$ cat src/hdl/lccp_pkg.sv
package lccp_pkg;

   localparam int Q            = 3329;
   localparam int HALF_Q       = 1664;
   localparam int COEFF_COUNT  = 256;
   localparam int INDEX_W      = $clog2(COEFF_COUNT);

   // floor(t / q) == (t * RECIP) >> RECIP_SHIFT for every t below 2^22
   localparam int RECIP_SHIFT  = 34;
   localparam logic [22:0] RECIP = 23'd5160670;

   typedef logic [1:0] mode_type;
   typedef logic [3:0] width_type;

   localparam mode_type MODE_D1  = 2'd0;
   localparam mode_type MODE_D4  = 2'd1;
   localparam mode_type MODE_D10 = 2'd2;

   typedef struct packed {
      logic [9:0] code;
      width_type  width;
   } item_type;

   function automatic width_type code_width(input mode_type mode);
      width_type w;
      case (mode)
         MODE_D1: w = 4'd1;
         MODE_D4: w = 4'd4;
         default: w = 4'd10;
      endcase
      return w;
   endfunction

endpackage

$ cat src/hdl/lccp_compress.sv
module lccp_compress (
   input  logic signed [15:0] coefficient,
   input  lccp_pkg::mode_type mode,
   output lccp_pkg::item_type item
);
   import lccp_pkg::*;

   localparam logic signed [15:0] SAT_LOW  = 16'(-2 * Q);
   localparam logic signed [15:0] SAT_HIGH = 16'(3 * Q - 1);
   localparam logic signed [15:0] NEG_Q    = 16'(-Q);
   localparam logic signed [15:0] POS_Q    = 16'(Q);
   localparam logic signed [15:0] TWO_Q    = 16'(2 * Q);
   localparam logic signed [15:0] ZERO     = 16'sd0;

   logic signed [15:0] v_sat;
   logic signed [15:0] reduced;
   logic [11:0]        x;
   logic [21:0]        t;
   logic [44:0]        prod;
   logic [10:0]        quot;
   width_type          width;
   logic [10:0]        mask;

   always_comb begin
      if (coefficient < SAT_LOW) begin
         v_sat = SAT_LOW;
      end else if (coefficient > SAT_HIGH) begin
         v_sat = SAT_HIGH;
      end else begin
         v_sat = coefficient;
      end

      // pick the single multiple of q that lands in [0, q)
      if (v_sat < NEG_Q) begin
         reduced = v_sat + TWO_Q;
      end else if (v_sat < ZERO) begin
         reduced = v_sat + POS_Q;
      end else if (v_sat < POS_Q) begin
         reduced = v_sat;
      end else if (v_sat < TWO_Q) begin
         reduced = v_sat - POS_Q;
      end else begin
         reduced = v_sat - TWO_Q;
      end
      x = reduced[11:0];

      width = code_width(mode);
      t     = (22'(x) << width) + 22'(HALF_Q);
      prod  = 45'(t) * 45'(RECIP);
      quot  = prod[44:RECIP_SHIFT];
      mask  = (11'd1 << width) - 11'd1;

      item.code  = 10'(quot & mask);
      item.width = width;
   end

endmodule

$ cat src/hdl/lccp_packer.sv
module lccp_packer (
   input  logic               clock,
   input  logic               reset,
   input  logic               item_valid,
   input  lccp_pkg::item_type item,
   output logic               item_take,
   output logic               rsp_valid,
   input  logic               rsp_stall,
   output logic [7:0]         rsp_packed_byte,
   output logic               rsp_run_last,
   output logic               rsp_poly_last
);
   import lccp_pkg::*;

   logic [6:0]         pending_bits_ff, pending_bits_in;
   logic [2:0]         pending_count_ff, pending_count_in;
   logic [INDEX_W-1:0] coeff_index_ff, coeff_index_in;
   logic [1:0]         out_count_ff, out_count_in;
   logic [7:0]         out_byte_ff [2];
   logic [7:0]         out_byte_in [2];
   logic [1:0]         out_run_last_ff, out_run_last_in;
   logic [1:0]         out_poly_last_ff, out_poly_last_in;

   logic [16:0] acc;
   logic [16:0] rest;
   logic [4:0]  total;
   logic [4:0]  remain;
   logic        two_bytes;
   logic        one_byte;
   logic        final_coeff;
   logic        pop;
   logic        load;

   assign rsp_valid       = (out_count_ff != 2'd0);
   assign rsp_packed_byte = out_byte_ff[0];
   assign rsp_run_last    = out_run_last_ff[0];
   assign rsp_poly_last   = out_poly_last_ff[0];

   assign pop       = rsp_valid && !rsp_stall;
   assign item_take = (out_count_ff == 2'd0) || ((out_count_ff == 2'd1) && pop);
   assign load      = item_valid && item_take;

   always_comb begin
      acc         = 17'(pending_bits_ff) | (17'(item.code) << pending_count_ff);
      total       = 5'(pending_count_ff) + 5'(item.width);
      two_bytes   = (total >= 5'd16);
      one_byte    = (total >= 5'd8) && !two_bytes;
      final_coeff = (coeff_index_ff >= INDEX_W'(COEFF_COUNT - 1));

      if (two_bytes) begin
         rest   = acc >> 16;
         remain = total - 5'd16;
      end else if (one_byte) begin
         rest   = acc >> 8;
         remain = total - 5'd8;
      end else begin
         rest   = acc;
         remain = total;
      end

      pending_bits_in  = pending_bits_ff;
      pending_count_in = pending_count_ff;
      coeff_index_in   = coeff_index_ff;
      out_count_in     = out_count_ff;
      out_byte_in      = out_byte_ff;
      out_run_last_in  = out_run_last_ff;
      out_poly_last_in = out_poly_last_ff;

      if (pop) begin
         out_count_in        = out_count_ff - 2'd1;
         out_byte_in[0]      = out_byte_ff[1];
         out_run_last_in[0]  = out_run_last_ff[1];
         out_poly_last_in[0] = out_poly_last_ff[1];
      end

      if (load) begin
         out_count_in        = {two_bytes, one_byte};
         out_byte_in[0]      = acc[7:0];
         out_byte_in[1]      = acc[15:8];
         out_run_last_in     = {1'b1, one_byte};
         out_poly_last_in    = {final_coeff, final_coeff && one_byte};
         if (final_coeff) begin
            // leftover bits are dropped so the next polynomial starts byte aligned
            pending_bits_in  = 7'd0;
            pending_count_in = 3'd0;
            coeff_index_in   = '0;
         end else begin
            pending_bits_in  = rest[6:0];
            pending_count_in = remain[2:0];
            coeff_index_in   = coeff_index_ff + 1'b1;
         end
      end
   end

   always_ff @(posedge clock) begin
      if (reset) begin
         pending_bits_ff  <= 7'd0;
         pending_count_ff <= 3'd0;
         coeff_index_ff   <= '0;
         out_count_ff     <= 2'd0;
      end else begin
         pending_bits_ff  <= pending_bits_in;
         pending_count_ff <= pending_count_in;
         coeff_index_ff   <= coeff_index_in;
         out_count_ff     <= out_count_in;
      end
   end

   always_ff @(posedge clock) begin
      out_byte_ff      <= out_byte_in;
      out_run_last_ff  <= out_run_last_in;
      out_poly_last_ff <= out_poly_last_in;
   end

   a_poly_implies_run: assert property (@(posedge clock) disable iff (reset)
      rsp_valid && rsp_poly_last |-> rsp_run_last)
      else $error("poly_last without run_last");

   a_first_of_two: assert property (@(posedge clock) disable iff (reset)
      out_count_ff == 2'd2 |-> !out_run_last_ff[0])
      else $error("first of two bytes flagged as run end");

   a_no_overrun: assert property (@(posedge clock) disable iff (reset)
      out_count_ff != 2'd3)
      else $error("output queue overrun");

   a_poly_wrap: assert property (@(posedge clock) disable iff (reset)
      load && final_coeff |=> coeff_index_ff == '0 && pending_count_ff == 3'd0)
      else $error("polynomial end did not clear packing state");

endmodule

$ cat src/hdl/lattice_coeff_compress_pack_core.sv
// path: a req coefficient passes the input, compress and output registers to rsp
// throughput: one coefficient per cycle while each yields at most one byte and rsp
//   is not stalled; at 10-bit codes up to two bytes per coefficient leave the one-byte
//   rsp port, so the next coefficient is taken only as the last queued byte leaves
// reset: synchronous, clears mode (1-bit codes), packing bits, coefficient index, queue
module lattice_coeff_compress_pack_core (
   input  logic               clock,
   input  logic               reset,
   input  logic               req_valid,
   output logic               req_stall,
   input  logic signed [15:0] req_coefficient,
   output logic               rsp_valid,
   input  logic               rsp_stall,
   output logic [7:0]         rsp_packed_byte,
   output logic               rsp_run_last,
   output logic               rsp_poly_last,
   input  logic               csr_write_enable,
   input  logic [1:0]         csr_write_data
);
   import lccp_pkg::*;

   mode_type           mode_ff, mode_in;
   logic               s1_valid_ff, s1_valid_in;
   logic signed [15:0] coeff_ff, coeff_in;
   logic               s2_valid_ff, s2_valid_in;
   item_type           item_ff, item_in;
   item_type           comp_item;
   logic               item_take;
   logic               s2_free;
   logic               s1_move;
   logic               req_accept;

   assign s2_free    = !s2_valid_ff || item_take;
   assign s1_move    = s1_valid_ff && s2_free;
   assign req_stall  = s1_valid_ff && !s2_free;
   assign req_accept = req_valid && !req_stall;

   lccp_compress u_compress (
      .coefficient (coeff_ff),
      .mode        (mode_ff),
      .item        (comp_item)
   );

   always_comb begin
      mode_in     = csr_write_enable ? csr_write_data : mode_ff;
      s1_valid_in = req_accept || (s1_valid_ff && !s1_move);
      coeff_in    = req_accept ? req_coefficient : coeff_ff;
      s2_valid_in = s1_move || (s2_valid_ff && !item_take);
      item_in     = s1_move ? comp_item : item_ff;
   end

   always_ff @(posedge clock) begin
      if (reset) begin
         mode_ff     <= MODE_D1;
         s1_valid_ff <= 1'b0;
         s2_valid_ff <= 1'b0;
      end else begin
         mode_ff     <= mode_in;
         s1_valid_ff <= s1_valid_in;
         s2_valid_ff <= s2_valid_in;
      end
   end

   always_ff @(posedge clock) begin
      coeff_ff <= coeff_in;
      item_ff  <= item_in;
   end

   lccp_packer u_packer (
      .clock           (clock),
      .reset           (reset),
      .item_valid      (s2_valid_ff),
      .item            (item_ff),
      .item_take       (item_take),
      .rsp_valid       (rsp_valid),
      .rsp_stall       (rsp_stall),
      .rsp_packed_byte (rsp_packed_byte),
      .rsp_run_last    (rsp_run_last),
      .rsp_poly_last   (rsp_poly_last)
   );

endmodule

$ cat config.mk
export PLATFORM = sky130hd
export DESIGN_NAME = lattice_coeff_compress_pack_core
export DESIGN_NICKNAME = d
export VERILOG_FILES = /design/src/hdl/lccp_pkg.sv /design/src/hdl/lccp_compress.sv /design/src/hdl/lccp_packer.sv /design/src/hdl/lattice_coeff_compress_pack_core.sv
export SDC_FILE = /design/constraint.sdc
export NUM_CORES = 1
export LEC_CHECK = 0
export ABC_AREA = 1
export BUFFER_PORTS_ARGS = -buffer_cell sky130_fd_sc_hd__buf_4
export CAP_MARGIN = 20
export CELL_PAD_IN_SITES_DETAIL_PLACEMENT = 1
export CELL_PAD_IN_SITES_GLOBAL_PLACEMENT = 1
export CORE_MARGIN = 4
export CORE_UTILIZATION = 36
export CTS_BUF_LIST = sky130_fd_sc_hd__clkbuf_4 sky130_fd_sc_hd__clkbuf_8 sky130_fd_sc_hd__clkbuf_16
export CTS_CLUSTER_DIAMETER = 150
export DETAILED_ROUTE_END_ITERATION = 7
export PLACE_DENSITY_LB_ADDON = 0.25
export SETUP_SLACK_MARGIN = 0.5
export SLEW_MARGIN = 30
export SYNTH_ARGS = -nofsm -noshare
export SYNTH_HDL_FRONTEND = slang
export SYNTH_SLANG_ARGS = --single-unit
export TNS_END_PERCENT = 20
$ cat constraint.sdc
create_clock -name clock -period 22.4 [get_ports clock]
set_input_delay 2.24 -clock clock [delete_from_list [all_inputs] [get_ports clock]]
set_output_delay 2.24 -clock clock [all_outputs]
set_load 0.01 [all_outputs]
# Word-level counts from Yosys, hierarchy flattened

Index checks and enable logic that the tools add are counted.

Bits in registers: 73
Input bits: 23
Output and inout port bits: 12
Logic and storage cells: 90

Add/sub/neg operators: 11
$mul: 1
$lt $le $gt $ge: 9
Equality and inequality tests: 2
Shift-type cells: 3
Muxes and demuxes: 22
Bitwise logic cells: 2
Reduce and logical (&&, ||, !) cells: 25

Operators by type and width:

| cell                                                             | number |
|---|---|
| two-way mux 12 bit                                               | 4 |
| two-way mux 16 bit                                               | 3 |
| multiplier 22 x 22 -> 43 bit (second input constant)             | 1 |
| < comparator 16 x 13 -> 1 bit (second input constant)            | 2 |
| < comparator 16 x 14 -> 1 bit (second input constant)            | 2 |
| adder 22 x 11 -> 22 bit (second input constant)                  | 1 |
| << shifter 12 x 4 -> 22 bit                                      | 1 |
| two-way mux 7 bit                                                | 3 |
| bitwise OR 7 x 17 -> 17 bit                                      | 1 |
| << shifter 10 x 3 -> 17 bit                                      | 1 |
| greater-than comparator 16 x 15 -> 1 bit (second input constant) | 1 |
| < comparator 16 x 1 -> 1 bit (second input constant)             | 1 |
| two-way mux 8 bit                                                | 2 |
| adder 12 x 11 -> 12 bit (second input constant)                  | 1 |
| adder 12 bit (second input constant)                             | 1 |
| subtractor 12 x 11 -> 12 bit (second input constant)             | 1 |
| subtractor 12 bit (second input constant)                        | 1 |
| bitwise AND 10 bit                                               | 1 |
| logical AND 1 bit                                                | 10 |
| << shifter 1 x 4 -> 10 bit (first input constant)                | 1 |
| subtractor 10 x 1 -> 10 bit (second input constant)              | 1 |
| two-way mux 3 bit                                                | 3 |
| adder 8 x 1 -> 8 bit (second input constant)                     | 1 |
| greater-or-equal comparator 8 bit (second input constant)        | 1 |
| 13 further kinds                                                 | 30 |

# Depth between registers and ports, before layout

Gate-level depths: netlist of the first run.

Depth after elaboration: 12
Mapped depth: 67
Gate-level depth less buffers: 66

# Cells and area by module

From an unflattened synthesis of the first run, not the netlist that was laid out.

Cells, all modules: 1,942
Area, all modules: 15,676.3 um^2

By module, submodules not included:

| module                           | times used | cells an instance | area each (um^2) | seq. area each (um^2) |
|---|---|---|---|---|
| lccp_compress                    | 1          | 1,578             | 12,248.0         | 0.0 |
| lccp_packer                      | 1          | 312               | 2,363.5          | 970.9 |
| lattice_coeff_compress_pack_core | 1          | 52                | 1,064.8          | 980.9 |

# Least setup slack after synthesis of the first run

OpenSTA, ideal clock, no wires.

Path kind: register to register
Start: reg coeff_ff[11]
End: reg item_ff[13] (netlist bit) (data pin)
Setup time: 250 ps
Data arrival time: 9,672 ps
Required time: 22,150 ps
Slack: 12,478 ps
Cell stages (with the launch flop): 61
Buffers on the path: 2
Clock period less this slack: 9,922 ps
Cell sequence: edfxtp_1 > nor2_2 > nand2_1 > nor2_1 > nand2_1 > nand3_2 > buf_2 > nand2_1 > nor2_1 > inv_1 > ha_1 > inv_1 > nor2_1 > nand2_1 > nand2_1 > a21oi_2 > buf_4 > nand3_1 > [25 not listed] > inv_1 > fa_1 > inv_1 > ha_1 > a21oi_1 > o21ai_0 > a21oi_1 > nor2_1 > a211oi_1 > nand2_1 > nor3b_1 > nor2_1 > o31ai_1 > xor2_1 > inv_1 > nand3_1 > nand2_1 > nor2_1

RTL lines:

| item                   | line                                   | RTL |
|---|---|---|
| from (decl)            | lattice_coeff_compress_pack_core.sv:24 | `logic signed [15:0] coeff_ff, coeff_in;` |
| from (signal assigned) | lattice_coeff_compress_pack_core.sv:65 | `coeff_ff <= coeff_in;` |
| to (signal assigned)   | lattice_coeff_compress_pack_core.sv:66 | `item_ff <= item_in;` |
| to (decl)              | lattice_coeff_compress_pack_core.sv:26 | `item_type item_ff, item_in;` |

==> run metrics, run 1 <==
hold buffer count at CTS=0; CP top delay family=simple AND/OR/NAND/NOR gates; drt wl/cell=18.6 um; Synthesized Nets=2361; Setup CP Type=flop to flop; DR vias=12400; all-layer global routing usage=0.211; fin crit period=12.90 ns; Critical Path Source Type=flop; First-pass DRT Iterations=5; Final setup viols=0; Clock Path Buffers=2; Final Wtd Congestion=0.917; share of cells above drive strength 1=0.0698; die span in y=214 um; Total Neg Setup Slack=0 ns; slowest stage delay, CP=0.75 ns; Post-DRT Antenna Nets=0; Synth Warn #=0; detailed placement HPWL=40500 um; Slew HR=0.389; DRT iter0 DRCs=648; CP most frequent cell=nand2_1; CP max FO=23; grt total ovfl=0; sequential share of the synthesized area=0.126; drc violations=0; Mapped Cells=1915; initial antenna violation count=0; Post-CTS Setup Repair Bufs=0; CP required=22.59 ns; first-pass GRT wire length=75100 um; # diodes=0; Worst Path Buf+Inv=14; vias in the first global route=13600; RSZ-0062 raised after global routing=false; Critical Path Slowest Stage Cell=edfxtp_1; async set or reset register ratio after synthesis=0; die width=214 um; WL final=46000 um; Yosys cell types=51; DIE AREA=0.0456 mm2; CTS sink cnt=72; fin. max-slew vios=0; Min-Delay Path Class=flop to flop; Fmax achieved=0.0775 GHz; Worst-path clk slew=0.06 ns; flip-flop and latch count after synthesis=72; Ports=35; Clock Skews=0.00597 ns; worst-margin pin slew=0.907 ns; cts repair resizes=0; Skew-Pair Late Insertion Delay=0.35 ns; Num CTS Buffers=9; Initial Util=0.363; Critical Path End Type=flop; Final Hold Vio Count=0; largest net degree at the start of global routing=35; I/O Buffers=34; ys flop type=edfxtp_1; CTS tree=built; FP Rows=75; CTS root buffer=clkbuf_16; outcome=finished clean; Post-Syn Area per Cell=7.94 um2; Avg Vias per Cell=5.02; H-tree lvl count=3; Worst Path Arrival=13.09 ns; final worst-path cycle share=0.576; Nets=2375; core box area=0.0419 mm2; EDFF count, synth=48; max cap viols=0; Synth Cell Area=0.0152 mm2; layout overhead on the synthesized area=7.41%
[Yosys cell counts (6+ instances only)]
cell      instances  area share
xor2_1           22       0.013
o21bai_1          8      0.0039
o21ai_0          68       0.022
a21oi_1          74       0.024
clkbuf_1         18      0.0044
ha_1            215        0.18
buf_2             6      0.0020
dfxtp_1          24       0.032
inv_1           431        0.11
edfxtp_1         48       0.095
nand3_1         147       0.048
nand2_2          24      0.0099
xnor2_1           9      0.0052
nand2_1         372       0.092
nor2_1           98       0.024
fa_1            208        0.27
inv_2            12      0.0030
nor2_2            9      0.0037
o211ai_1          8      0.0039
nor3_1           13      0.0043
buf_4            10      0.0049
nand3_2           9      0.0059
nand4_1          10      0.0041
[final timing paths]
path | endpoint | slack, ns | depth (start not counted) | from
max | item_ff[13] | 9.50 | 62 | coeff_ff[15]
max reg2reg | item_ff[13] | 9.50 | 62 | coeff_ff[15]
min reg2reg | u_packer.coeff_index_ff[4] | 0.46 | 1 | u_packer.coeff_index_ff[4]
min | u_packer.coeff_index_ff[4] | 0.46 | 1 | u_packer.coeff_index_ff[4]
[sequential cells by signal (all words and copies together), names as in the netlist, 3 cells and up]
register                   count
u_packer.out_byte_ff           8
item_ff                       13
coeff_ff                      16
u_packer.rsp_packed_byte       8
u_packer.coeff_index_ff        8
u_packer.pending_bits_ff       7
u_packer.pending_count_ff      3
[area by class of cell]
class	count	area, um2
Tap cell	539	674
Fill cell	5189	25500
Timing Repair Buffer	42	315
Sequential cell	72	1920
Multi-Input combinational cell	1358	11400
Clock buffer	10	233
Clock inverter	6	91.3
Inverter	446	1670
[worst register-to-register path, delay by kind of cell (launching register included)]
kind	cells	cell delay (ns)
simple gates	30	4.12
xor+xnor	2	0.53
fa+ha+maj	10	4.05
buf+inv	14	1.47
flops	1	0.75
compound gates	6	1.82
[metrics by stage]
step	setup slack (ns)	utilization	cells	instance area [um2]	hold WS (ns)
after floorplan	12.48	-	1915	15200	0.427
after global placement	9.98	0.382	2457	16000	0.439
after detailed placement	9.65	0.383	2457	16000	0.448
after CTS	9.56	0.390	2473	16300	0.457
after global routing	8.53	0.390	2473	16300	0.467
final	9.50	0.390	2473	16300	0.458
[cell usage in the layout (no fill, tap or decap), drive strengths merged, types with 23 or more instances in the layout]
cell type,count
nand2,398
ha,215
edfxtp,48
buf,42
xor2,23
inv,444
nand3,156
nor2,111
fa,208
o21ai,72
a21oi,75
dfxtp,24
[per-layer routing]
layer | global-route usage | vias to the layer above | share of wire
li1 | - | 6010 | -
met1 | 0.293 | 6214 | 0.48
met2 | 0.365 | 148 | 0.48
met3 | 0.0212 | 44 | 0.024
met4 | 0.0344 | 0 | 0.017
met5 | 0 | - | 0
[logic make-up (layout without fill, tap and decap cells)]
kind of cell	count (synthesis)	count (layout)	synth area share
xor gates and xnor gates	32	32	0.0197
buffers and inverters	485	504	0.124
DFF	72	72	0.126
adders and majority gates	423	423	0.451
muxes	4	4	0.00263
AOI/OAI and AO/OA	190	190	0.0706
and+or+nand+nor	709	709	0.207
Power of run 1 is not shown: default switching activity piles up to over one toggle a cycle in this logic, so the estimate is an artifact.
==> inputs of run 2 (changes only) <==
- clock period: 22.4 -> 11 ns (I/O delays scaled with it)
==> run 2 against run 1 <==
Setup slack lost 8.7 ns; die area is the same; core utilization grew 4.6 points; non-clock buffer count grew 103; clock skew grew 0.0063 ns; worst hold slack gained 0.0058 ns; via count grew 4.8%; sequential share of layout area shrank 1.3 points.
==> run metrics, run 2 (synthesized netlist as in run 1, its figures left out) <==
core box area=0.0419 mm2; area post-placement=0.0163 mm2; outcome=finished clean; Finished Cell Area=0.0183 mm2; DR vias=13000; WL final=49400 um; fin. max-slew vios=0; CP top delay family=adder cells; Final setup viols=0; Reg with most FFs=coeff_ff; Slew HR=0.276; Clock Path Buffers=2; share of cells above drive strength 1=0.209; hold buffer count at CTS=0; R2R cell count=55; biggest regs=coeff_ff (16), item_ff (13); Total Neg Setup Slack=0 ns; Initial Util=0.363; DRT iter0 DRCs=700; WHS Endpoint=u_packer.pending_bits_ff[2]; CP required=11.12 ns; Avg Vias per Cell=5.05; Setup CP Type=flop to flop; Worst-path clk slew=0.06 ns; Hold Path Stages=2; Critical Path End Type=flop; RSZ-0062 raised after global routing=false; vias in the first global route=13900; CP max FO=8; slowest stage delay, CP=0.56 ns; most frequent cells in the layout=411 x inv_1, 317 x nand2_1, 203 x fa_1; initial antenna violation count=0; die span in y=214 um; detailed placement HPWL=41200 um; CP most frequent cell=nand2_1; Final Wtd Congestion=0.967; Ports=35; Final Hold Vio Count=0; final worst-path cycle share=0.925; Fmax achieved=0.0983 GHz; final hold slack=0.464 ns; Critical Path Source Type=flop; I/O Buffers=34; DIE AREA=0.0456 mm2; drt wl/cell=19.2 um; CTS sink cnt=72; FP Rows=75; reg2reg end=item_ff[13]; Nets=2478; Min-Delay Path Class=flop to flop; Critical Path Slowest Stage Cell=fa_1; # diodes=0; largest net degree at the start of global routing=35; drc violations=0; reg2reg start=coeff_ff[12]; Skew-Pair Late Insertion Delay=0.37 ns; CTS tree=built; R2R Setup Slk=0.82 ns; Post-DRT Antenna Nets=0; most common library cell in the layout ignoring fill and taps=inv_1; Worst Path Arrival=10.29 ns; grt total ovfl=0; CTS root buffer=clkbuf_16; worst-margin pin slew=1.08 ns; all-layer global routing usage=0.216; die width=214 um; max reg flops=16; beginning of the worst hold path=u_packer.pending_bits_ff[2]; max cap viols=0; fin crit period=10.18 ns; first-pass GRT wire length=77000 um; layout overhead on the synthesized area=20.2%; H-tree lvl count=3; Worst Path Buf+Inv=10; First-pass DRT Iterations=5; Clock Skews=0.0123 ns; Num CTS Buffers=9
run 2: tightest hold or removal path: cells and delay by family (launching register included):
kind	cells	cell delay [ns]
DFF	1	0.30
and+or+nand+nor	1	0.06
AOI/OAI and AO/OA	1	0.06
run 2: timing repair:
item	in CTS	in global routing
resized for setup	31	236
setup endpoints to repair	9	10
cloned	0	3
hold endpoints to repair	0	0
pin swaps	8	81
buffers inserted	6	60
run 2: how the worst max path moves through the flow:
stage | start | to | cells after the start
after global routing | coeff_ff[12] | item_ff[13] | 55
final | coeff_ff[12] | item_ff[13] | 55
after detailed placement | coeff_ff[11] | item_ff[12] | 62
after global placement | coeff_ff[15] | item_ff[12] | 59
after CTS | coeff_ff[11] | item_ff[12] | 61
after floorplan | coeff_ff[11] | item_ff[13] | 60
run 2: layout make-up:
class	instances	area, um2
fillers	5012	23600
multi-input cells	1358	12500
flip-flops and latches	72	1920
inverters	446	1680
repair buffers	145	1140
well taps	539	674
clock buffers	10	233
clock inverters	6	115
run 2: metrics by stage:
stage	std cells	setup WS, ns	utilization
floorplan	1915	1.08	-
global placement	2491	0.141	0.388
detailed placement	2491	-0.0780	0.388
CTS	2513	0.507	0.401
global route	2576	0.253	0.437
finish	2576	0.825	0.437
run 2: routing by layer:
metal | vias to the layer above | share of wire | GRT usage
met1 | 6512 | 0.47 | 0.306
met4 | 0 | 0.018 | 0.0377
met5 | - | 0 | 0
met3 | 51 | 0.033 | 0.0288
li1 | 6243 | - | -
met2 | 201 | 0.48 | 0.360
Power of run 2 is left out for the same reason.
==> inputs of run 3 (changes only) <==
- GPL_ROUTABILITY_DRIVEN: default -> 1
- RECOVER_POWER: default -> 100
- TNS_END_PERCENT: 20 -> 50
==> run 3 against run 2 <==
Critical path depth is 12 lower; sequential share of layout area hardly changed; final area is 0.47% lower; routed wire length barely moved; critical path type unchanged; highest routed layer unchanged.
==> run metrics, run 3 (synthesized netlist as in run 1, its figures left out) <==
outcome=finished clean; slowest stage delay, CP=0.78 ns; Avg Vias per Cell=5.06; fin. max-slew vios=0; # diodes=0; core box area=0.0419 mm2; grt total ovfl=0; reg2reg end=item_ff[13]; initial antenna violation count=0; Critical Path Source Type=flop; all-layer global routing usage=0.216; CTS root buffer=clkbuf_16; first-pass GRT wire length=77000 um; max cap viols=0; Ports=35; layout overhead on the synthesized area=19.6%; most frequent cells in the layout=411 x inv_1, 319 x nand2_1, 203 x fa_1; Setup CP Type=flop to flop; largest net degree at the start of global routing=35; Worst Path Arrival=10.37 ns; drt wl/cell=19.2 um; Post-DRT Antenna Nets=0; R2R cell count=43; Nets=2478; worst-margin pin slew=1.45 ns; CP top delay family=adder cells; WHS Endpoint=u_packer.pending_bits_ff[2]; die width=214 um; Skew-Pair Late Insertion Delay=0.37 ns; DR vias=13000; Clock Path Buffers=2; H-tree lvl count=3; die span in y=214 um; Min-Delay Path Class=flop to flop; DRT iter0 DRCs=657; fin crit period=10.25 ns; FP Rows=75; post-route insts no fill=2576; Worst Path Buf+Inv=10; max reg flops=16; I/O Buffers=34; Reg with most FFs=coeff_ff; CP max FO=24; Hold Path Stages=2; First-pass DRT Iterations=5; share of cells above drive strength 1=0.197; fill cell count=5021; RSZ-0062 raised after global routing=false; Initial Util=0.363; CP most frequent cell=fa_1; CTS sink cnt=72; CTS tree=built; hold buffer count at CTS=0; WL final=49400 um; Clock Skews=0.0114 ns; biggest regs=coeff_ff (16), item_ff (13); final worst-path cycle share=0.932; Worst-path clk slew=0.06 ns; drc violations=0; R2R Setup Slk=0.75 ns; detailed placement HPWL=41200 um; DP Cell Count=2491; DIE AREA=0.0456 mm2; most common library cell in the layout ignoring fill and taps=inv_1; CP required=11.12 ns; vias in the first global route=13900; Final setup viols=0; Critical Path Slowest Stage Cell=inv_1; Final Hold Vio Count=0; beginning of the worst hold path=u_packer.pending_bits_ff[2]; Num CTS Buffers=9; Slew HR=0.0301; reg2reg start=mode_ff[1]; Critical Path End Type=flop; final hold slack=0.463 ns; Fmax achieved=0.0976 GHz; Final Wtd Congestion=0.967
run 3: per-layer routing:
| layer | GRT usage | share of wire | vias to the layer above |
|---|---|---|---|
| li1 | - | - | 6235 |
| met1 | 0.306 | 0.47 | 6517 |
| met2 | 0.360 | 0.47 | 216 |
| met3 | 0.0288 | 0.035 | 54 |
| met4 | 0.0377 | 0.018 | 0 |
| met5 | 0 | 0 | - |
run 3: final cells by class:
cell class,instances,area (um2),area share
inverter,446,1680,0.0923
clock inverter,6,115,0.00633
multi-input combinational,1358,12500,0.687
clock buffer,10,233,0.0128
timing repair buffer,145,1070,0.0587
tap,539,674,0.0371
sequential,72,1920,0.106
run 3: how the worst max path moves through the flow:
stage | from | end | slack [ns] | cells past startpoint
after floorplan | coeff_ff[11] | item_ff[13] | 1.08 | 60
after global placement | coeff_ff[15] | item_ff[12] | 0.14 | 59
after detailed placement | coeff_ff[11] | item_ff[12] | -0.08 | 62
after CTS | coeff_ff[11] | item_ff[12] | 0.51 | 61
after global routing | mode_ff[1] | item_ff[13] | 0.19 | 47
final | mode_ff[1] | item_ff[13] | 0.75 | 43
run 3: what timing repair did:
item                                    4_1_cts  5_1_grt
endpoints found under the hold margin         0        0
endpoints found under the setup margin        9       10
buffers inserted                              6       60
pin swaps                                     8       81
gates resized for setup                      31      236
gates cloned                                  0        3
run 3: worst min-delay path, delay by kind of cell (launching register included):
| family | cells | cell delay (ns) |
|---|---|---|
| compound gates | 1 | 0.06 |
| flops | 1 | 0.30 |
| simple gates | 1 | 0.06 |
run 3: stage by stage:
step	instance area, um2	util	setup TNS [ns]	worst slack, ns
after global routing	18200	0.435	0	0.185
after floorplan	15200	-	0	1.08
after detailed placement	16300	0.388	-0.141	-0.0780
after global placement	16300	0.388	0	0.141
final	18200	0.435	0	0.749
after CTS	16800	0.401	0	0.507
Power of run 3 is left out for the same reason.
